<file path="src/rtl/core/rle_pkg.sv">
`timescale 1ns / 1ps

package rle_pkg;

  // Default literal buffer depth and run limit
  localparam int LIT_MAX_DEF = 63;
  localparam int RUN_MAX_DEF = 129;

  // Input commands
  localparam logic CMD_DATA = 1'b0;
  localparam logic CMD_END  = 1'b1;

  // Literal token header is base + count
  localparam logic [7:0] LIT_HDR_BASE = 8'd128;

endpackage

</file>
<file path="src/rtl/core/rle_ram.sv">
`timescale 1ns / 1ps

// Simple dual-port RAM, one write port, one registered read port.
// Read data holds while rd_en is low.
module rle_ram #(
  parameter int WIDTH = 8,
  parameter int DEPTH = 63,
  localparam int AW = (DEPTH > 1) ? $clog2(DEPTH) : 1
) (
  input  logic             clk,
  input  logic             wr_en,
  input  logic [AW-1:0]    wr_addr,
  input  logic [WIDTH-1:0] wr_data,
  input  logic             rd_en,
  input  logic [AW-1:0]    rd_addr,
  output logic [WIDTH-1:0] rd_data
);

  logic [WIDTH-1:0] mem [DEPTH];

  always_ff @(posedge clk) begin
    if (wr_en) begin
      mem[wr_addr] <= wr_data;
    end
    if (rd_en) begin
      rd_data <= mem[rd_addr];
    end
  end

endmodule

</file>
<file path="src/rtl/core/rle_byte_encoder.sv">
`timescale 1ns / 1ps

// Channel   Valid         Stall         Payload
// input     byte_valid    byte_stall    command, data_byte
// output    token_valid   token_stall   out_byte, last
//
// An input word is taken while the sequencer is idle; a word
// that emits nothing leaves the block ready again on the next cycle.
// A word that emits output words keeps the input stalled until its last
// word is loaded; output words leave one per cycle while token_stall is low,
// literal payload streamed from the RAM.
// Reset (rst, synchronous) empties the literal buffer and closes any run.
// The output register keeps its word through token_stall; the sequencer
// waits on it and the input stays stalled until the last word is loaded.
module rle_byte_encoder #(
  parameter int LIT_MAX = rle_pkg::LIT_MAX_DEF,
  parameter int RUN_MAX = rle_pkg::RUN_MAX_DEF
) (
  input  logic       clk,
  input  logic       rst,
  input  logic       byte_valid,
  output logic       byte_stall,
  input  logic       command,
  input  logic [7:0] data_byte,
  output logic       token_valid,
  input  logic       token_stall,
  output logic [7:0] out_byte,
  output logic       last
);

  // Address width of the literal store, width of a literal count 0..LIT_MAX
  localparam int AW = $clog2(LIT_MAX);
  localparam int KW = $clog2(LIT_MAX + 1);

  localparam logic [KW-1:0] LIT_FULL = KW'(LIT_MAX);
  localparam logic [7:0]    RUN_LIM  = 8'(RUN_MAX);
  // A fresh run of two already hits the limit
  localparam logic          RUN_TWO_CLOSES = (RUN_MAX <= 2);

  // Sequencer states
  localparam logic [2:0] S_IDLE     = 3'd0;
  localparam logic [2:0] S_LIT_HDR  = 3'd1;
  localparam logic [2:0] S_LIT_BYTE = 3'd2;
  localparam logic [2:0] S_RUN_HDR  = 3'd3;
  localparam logic [2:0] S_RUN_VAL  = 3'd4;

  logic [2:0]    state, state_next;

  // Encoder state
  logic [AW-1:0] lit_count, lit_count_next;
  logic          run_active, run_active_next;
  logic [7:0]    run_value, run_value_next;
  logic [7:0]    run_length, run_length_next;
  logic [7:0]    last_byte, last_byte_next;   // copy of newest buffered byte

  // Emit plan for the current word
  logic [KW-1:0] lit_k, lit_k_next;           // literal bytes to flush
  logic          run_pend, run_pend_next;     // run token follows
  logic [7:0]    run_hdr, run_hdr_next;
  logic [7:0]    run_val, run_val_next;
  logic [AW-1:0] idx, idx_next;               // index of byte in rd_data

  // Literal store ports
  logic          wr_en;
  logic [AW-1:0] wr_addr;
  logic          rd_en;
  logic [AW-1:0] rd_addr;
  logic [7:0]    rd_data;

  logic          accept;
  logic          out_free;
  logic          load;
  logic [7:0]    load_byte;
  logic          load_last;
  logic [7:0]    len_inc;
  logic          lit_last;

  assign byte_stall = (state != S_IDLE);
  assign accept     = byte_valid && (state == S_IDLE);
  assign out_free   = !token_valid || !token_stall;
  assign len_inc    = run_length + 8'd1;
  assign lit_last   = ((KW'(idx) + KW'(1)) == lit_k);

  rle_ram #(
    .WIDTH (8),
    .DEPTH (LIT_MAX)
  ) u_lit_store (
    .clk     (clk),
    .wr_en   (wr_en),
    .wr_addr (wr_addr),
    .wr_data (data_byte),
    .rd_en   (rd_en),
    .rd_addr (rd_addr),
    .rd_data (rd_data)
  );

  // Word decode: new encoder state, store write and emit plan
  always_comb begin
    lit_count_next  = lit_count;
    run_active_next = run_active;
    run_value_next  = run_value;
    run_length_next = run_length;
    last_byte_next  = last_byte;
    lit_k_next      = lit_k;
    run_pend_next   = run_pend;
    run_hdr_next    = run_hdr;
    run_val_next    = run_val;
    wr_en           = 1'b0;
    wr_addr         = lit_count;

    if (accept) begin
      lit_k_next    = '0;
      run_pend_next = 1'b0;
      run_hdr_next  = run_length - 8'd1;
      run_val_next  = run_value;
      if (command == rle_pkg::CMD_END) begin
        if (run_active) begin
          run_pend_next   = 1'b1;
          run_active_next = 1'b0;
          run_length_next = '0;
        end else begin
          lit_k_next = KW'(lit_count);
        end
        lit_count_next = '0;
      end else if (run_active) begin
        if (data_byte == run_value) begin
          run_length_next = len_inc;
          if (len_inc >= RUN_LIM) begin
            run_pend_next   = 1'b1;
            run_hdr_next    = run_length;
            run_active_next = 1'b0;
            run_length_next = '0;
          end
        end else begin
          // close the run, the new byte opens a literal buffer
          run_pend_next   = 1'b1;
          run_active_next = 1'b0;
          run_length_next = '0;
          wr_en           = 1'b1;
          wr_addr         = '0;
          lit_count_next  = AW'(1);
          last_byte_next  = data_byte;
        end
      end else if ((lit_count != '0) && (data_byte == last_byte)) begin
        // byte repeats the newest literal: flush the rest, open a run of two
        if (lit_count != AW'(1)) begin
          lit_k_next = KW'(lit_count) - KW'(1);
        end
        lit_count_next  = '0;
        run_active_next = 1'b1;
        run_value_next  = data_byte;
        run_length_next = 8'd2;
        if (RUN_TWO_CLOSES) begin
          run_pend_next   = 1'b1;
          run_hdr_next    = 8'd1;
          run_val_next    = data_byte;
          run_active_next = 1'b0;
          run_length_next = '0;
        end
      end else begin
        wr_en          = 1'b1;
        last_byte_next = data_byte;
        if ((KW'(lit_count) + KW'(1)) == LIT_FULL) begin
          lit_k_next     = LIT_FULL;
          lit_count_next = '0;
        end else begin
          lit_count_next = lit_count + AW'(1);
        end
      end
    end
  end

  // Emit sequencer
  always_comb begin
    state_next = state;
    idx_next   = idx;
    rd_en      = 1'b0;
    rd_addr    = idx + AW'(1);
    load       = 1'b0;
    load_byte  = rd_data;
    load_last  = 1'b0;

    unique case (state)
      S_IDLE: begin
        if (accept) begin
          if (lit_k_next != '0) begin
            state_next = S_LIT_HDR;
          end else if (run_pend_next) begin
            state_next = S_RUN_HDR;
          end
        end
      end
      S_LIT_HDR: begin
        if (out_free) begin
          load       = 1'b1;
          load_byte  = rle_pkg::LIT_HDR_BASE + 8'(lit_k);
          rd_en      = 1'b1;
          rd_addr    = '0;
          idx_next   = '0;
          state_next = S_LIT_BYTE;
        end
      end
      S_LIT_BYTE: begin
        if (out_free) begin
          load      = 1'b1;
          load_byte = rd_data;
          load_last = lit_last && !run_pend;
          if (lit_last) begin
            state_next = run_pend ? S_RUN_HDR : S_IDLE;
          end else begin
            // fetch the next byte as this one leaves
            rd_en    = 1'b1;
            idx_next = idx + AW'(1);
          end
        end
      end
      S_RUN_HDR: begin
        if (out_free) begin
          load       = 1'b1;
          load_byte  = run_hdr;
          state_next = S_RUN_VAL;
        end
      end
      S_RUN_VAL: begin
        if (out_free) begin
          load       = 1'b1;
          load_byte  = run_val;
          load_last  = 1'b1;
          state_next = S_IDLE;
        end
      end
      default: begin
        state_next = S_IDLE;
      end
    endcase
  end

  always_ff @(posedge clk) begin
    if (rst) begin
      state       <= S_IDLE;
      lit_count   <= '0;
      run_active  <= 1'b0;
      run_value   <= '0;
      run_length  <= '0;
      token_valid <= 1'b0;
    end else begin
      state      <= state_next;
      lit_count  <= lit_count_next;
      run_active <= run_active_next;
      run_value  <= run_value_next;
      run_length <= run_length_next;
      if (load) begin
        token_valid <= 1'b1;
      end else if (!token_stall) begin
        token_valid <= 1'b0;
      end
    end
  end

  // Payload registers
  always_ff @(posedge clk) begin
    last_byte <= last_byte_next;
    lit_k     <= lit_k_next;
    run_pend  <= run_pend_next;
    run_hdr   <= run_hdr_next;
    run_val   <= run_val_next;
    idx       <= idx_next;
    if (load) begin
      out_byte <= load_byte;
      last     <= load_last;
    end
  end

  // Buffer never holds a full LIT_MAX between words
  a_lit_count_range: assert property (@(posedge clk) disable iff (rst)
    KW'(lit_count) < LIT_FULL)
    else $error("literal count reached buffer depth");

  // An open run leaves the literal buffer empty
  a_run_no_lit: assert property (@(posedge clk) disable iff (rst)
    run_active |-> (lit_count == '0))
    else $error("run open with buffered literals");

  // An open run is between two bytes and one short of the limit
  a_run_len: assert property (@(posedge clk) disable iff (rst)
    run_active |-> ((run_length >= 8'd2) && (run_length < RUN_LIM)))
    else $error("run length out of range");

  // Literal streaming stays inside the flush count
  a_idx_range: assert property (@(posedge clk) disable iff (rst)
    (state == S_LIT_BYTE) |-> ((KW'(idx) < lit_k) && (lit_k != '0)))
    else $error("literal index beyond flush count");

  // Last word of a word's output returns the sequencer to idle
  a_last_idle: assert property (@(posedge clk) disable iff (rst)
    (load && load_last) |=> (state == S_IDLE))
    else $error("last word loaded but sequencer busy");

endmodule
</file>
<file path="config.mk">
export PLATFORM = sky130hd
export DESIGN_NAME = rle_byte_encoder
export DESIGN_NICKNAME = d
export VERILOG_FILES = /design/src/rtl/core/rle_pkg.sv /design/src/rtl/core/rle_ram.sv /design/src/rtl/core/rle_byte_encoder.sv
export SDC_FILE = /design/constraint.sdc
export NUM_CORES = 1
export LEC_CHECK = 0
export ABC_AREA = 1
export BUFFER_PORTS_ARGS = -buffer_cell sky130_fd_sc_hd__buf_2
export CAP_MARGIN = 20
export CORE_UTILIZATION = 45
export CTS_CLUSTER_DIAMETER = 40
export DETAILED_ROUTE_END_ITERATION = 8
export HOLD_SLACK_MARGIN = 0.08
export PLACE_DENSITY = 0.65
export SLEW_MARGIN = 30
export SYNTH_ARGS = -nofsm -noshare
export SYNTH_HDL_FRONTEND = slang
export SYNTH_HIERARCHICAL = 1
export SYNTH_SLANG_ARGS = --single-unit
</file>
<file path="constraint.sdc">
create_clock -name clk -period 4.3 [get_ports clk]
set_input_delay 0.86 -clock clk [delete_from_list [all_inputs] [get_ports clk]]
set_output_delay 0.86 -clock clk [all_outputs]
set_load 0.05 [all_outputs]
</file>
==> impl_summary.log <==
INFO  metric syn-cell-area = 25,100 um^2
INFO  metric number_of_rows_in_the_core_area = 86
INFO  metric finalWirelength = 65.7 mm
INFO  metric io_buf_count = 23
INFO  metric worst-r2r-setup-slack = 0.74 ns
INFO  metric final.setup_skew = 0.0261 ns
INFO  metric criticalPathCategory = register to register
INFO  metric mapped_nets = 2,350
INFO  metric timing.hold.worst_path_depth = 2
INFO  metric worst_slew_pin_slew = 0.952 ns
INFO  metric path_category_of_the_worst_min_delay_check = register to register
INFO  metric antenna_viol_nets_final = 0
INFO  metric maximum_number_of_pins_on_one_net_before_global_route_repair = 249
INFO  metric yosys_warnings = 6
INFO  metric io_pins = 24
INFO  metric max_cap_violations = 0
INFO  metric worstPathRequired = 4.55 ns
INFO  metric coreArea = 55,100 um^2
INFO  metric max_slew_margin = 0.365
INFO  metric worst_skew_pair.late_latency = 0.63 ns
INFO  metric seq_area_frac_synth = 0.687
INFO  metric drt-initial-drc-count = 2,131
INFO  metric timing.critical_path.arrival = 3.80 ns
INFO  metric final_net_count = 2,398
INFO  metric count_of_placed_standard_cells_including_taps = 3,038
INFO  metric global_route.overflow_total = 0
INFO  metric post_route_core_utilization = 0.524
INFO  metric rsz0062_at_grt = false
INFO  metric dp.final_hpwl = 39.6 mm
INFO  metric synth-edff-count = 551
INFO  metric final_number_of_max_transition_violations = 0
INFO  metric via_count = 17,700
INFO  metric globalplace.congestion = 0.949
INFO  metric starting_density = 0.455
INFO  metric grt_pass1_vias = 16,900
INFO  metric hp-start = run_length[7]
INFO  metric final_layout_setup_total_negative_slack = 0 ns
INFO  metric status = finished clean
INFO  metric worst_setup_path_end_kind = register
INFO  metric synth_cell_types = 42
INFO  metric cts_setup_buffers = 0
INFO  metric layout-drive-gt1-share = 0.102
INFO  metric die_h = 238 um
INFO  metric global_route_wire_length_before_repair = 99.4 mm
INFO  metric r2r.worst_path.cells = 11
INFO  metric cell_count_after_synthesis = 2,328
INFO  metric drt-pass1-iter-count = 6
INFO  metric detail_route.vias_per_cell = 5.56
INFO  metric finish.cell_count_without_fillers = 3,193
INFO  metric routed_wire_length_per_instance = 20.6 um
INFO  metric critical_path.reg2reg.startpoint = state[0]
INFO  metric clk_pin_slew = 0.06 ns
INFO  metric numClockSinks = 585
INFO  metric timing.final.crit_share = 0.827
INFO  metric ys_seq_elements = 585
INFO  metric die-width = 238 um
INFO  metric htreeDepth = 3
INFO  metric min_delay_worst_endpoint = run_length[7]
INFO  metric cts_resized = 0
INFO  metric powerDensity = 748 nW/um^2
INFO  metric number_of_hold_repair_buffers_added_at_the_cts_stage = 0
INFO  metric cts_buffer_depth = 3
INFO  metric area.growth.synth_to_final = 15.1%
INFO  metric hold_viol_final = 0
INFO  metric start_kind = register
INFO  metric synthFlopType = edfxtp_1
INFO  metric reg2reg_to = u_lit_store/mem[12][0]
INFO  metric cts.root.buffer_cell = clkbuf_16
INFO  metric ir_drop = 0.751 mV
INFO  metric worst-path-max-fanout = 8
INFO  metric achievable-frequency = 281 MHz
INFO  metric p_leak = 0.0106 uW
INFO  metric final_period_minus_worst_setup_slack = 3.56 ns
INFO  metric clock_tree_from_tritoncts = built
INFO  metric num_antenna_cells = 0
INFO  metric synthArstFlopShare = 0
INFO  metric cts-buffers-inserted = 83
INFO  metric post_synth.cell_area_avg = 10.8 um^2
INFO  metric floorplan.die_area = 56,700 um^2
INFO  metric drc = 0
INFO  metric finalSetupViolations = 0
INFO  metric post-layout-total-power = 21,600 uW
INFO  metric number_of_antenna_violations_at_the_first_check_in_global_routing = 3
INFO  metric grt.total_usage = 0.234
## report_power, final
part	leakage (uW)	switching, uW	internal (uW)	total [uW]
Clock	0.00138	2640	4220	6860
Sequential	0.00523	107	6550	6660
Combinational	0.00400	5850	2230	8080
## cell families (layout without fill, tap and decap cells)
group,count (synthesis),in the layout,synth area share
compound gates,75,75,0.0177
fa+ha+maj,9,9,0.00449
xor+xnor,23,23,0.00803
flops,585,585,0.687
buf+inv,215,332,0.0405
simple gates,1421,1421,0.242
## metrics by stage
step           cell area (um^2)  setup WS [ns]  hold WS (ns)
6_report                  28900          0.745         0.467
5_1_grt                   28900          0.493         0.484
4_1_cts                   28800          0.726         0.467
3_5_place_dp              26000          0.396         0.460
3_3_place_gp              26000          0.444         0.459
2_1_floorplan             25100          0.834         0.430
## state kept, by name (all words and copies together) (netlist names), 8 cells and up
register             cells
u_lit_store/rd_data      8
u_lit_store/mem        504
run_value                8
out_byte                 8
run_hdr                  8
run_length               8
last_byte                8
run_val                  8
## layer usage
metal / vias to the layer above / part of all wire / GRT usage
li1: 8185 / - / -
met1: 8573 / 0.41 / 0.323
met2: 862 / 0.46 / 0.366
met3: 121 / 0.093 / 0.0469
met4: 0 / 0.028 / 0.0897
met5: - / 0 / 0
## final cells by class
| cell class | count | area, um^2 |
|---|---|---|
| Fill cell | 4779 | 26200 |
| Sequential cell | 585 | 17200 |
| Multi-Input combinational cell | 1528 | 6860 |
| Clock buffer | 90 | 2150 |
| Tap cell | 748 | 936 |
| Clock inverter | 64 | 674 |
| Timing Repair Buffer | 81 | 646 |
| Inverter | 97 | 372 |
## layout by cell type (no fill, tap or decap), types with 9 or more instances in the layout
cell	synthesis	layout
a21oi_1	39	39
buf_2	46	23
buf_4	31	51
bufinv_16	0	9
clkbuf_16	0	85
clkinv_1	2	16
clkinv_2	0	9
dfxtp_1	34	34
edfxtp_1	551	551
ha_1	9	9
inv_1	89	88
inv_6	0	18
nand2_1	755	755
nand3_1	467	467
nand4_1	18	18
nor2_1	147	142
nor3_1	10	10
o21ai_0	15	15
xor2_1	15	15
## worst max path at each step
| stage | from | end | cells past startpoint | slack (ns) |
|---|---|---|---|---|
| 2_1_floorplan | data_byte[2] | u_lit_store/mem[36][0] | 7 | 0.83 |
| 3_3_place_gp | data_byte[3] | u_lit_store/mem[14][5] | 10 | 0.44 |
| 3_5_place_dp | data_byte[1] | u_lit_store/mem[14][0] | 11 | 0.40 |
| 4_1_cts | state[0] | u_lit_store/mem[14][7] | 12 | 0.73 |
| 5_1_grt | state[0] | u_lit_store/mem[12][5] | 11 | 0.49 |
| 6_report | state[0] | u_lit_store/mem[12][0] | 11 | 0.74 |
## cells in the mapped netlist (9+ instances only)
cell type	count	area share
nor2_1	147	0.022
xor2_1	15	0.0052
o21ai_0	15	0.0030
dfxtp_1	34	0.027
clkbuf_1	18	0.0027
buf_4	31	0.0093
nand3_1	467	0.093
ha_1	9	0.0045
nor3_1	10	0.0020
nand2_1	755	0.11
inv_1	89	0.013
edfxtp_1	551	0.66
a21oi_1	39	0.0078
nand4_1	18	0.0045
buf_1	18	0.0027
buf_2	46	0.0092
## worst max-delay path, stage by stage (launching register included)
cell and delay [ns]:
dfxtp_1 0.33, nor2_1 0.18, inv_2 0.08, nor2_4 0.15, nand2_1 0.11, nor3_1 0.14, inv_1 0.13, nor2_1 0.47
nor2_1 0.23, inv_1 0.17, nand3_1 0.45, nor2_1 0.75
Power figures use the tool's default switching activity.
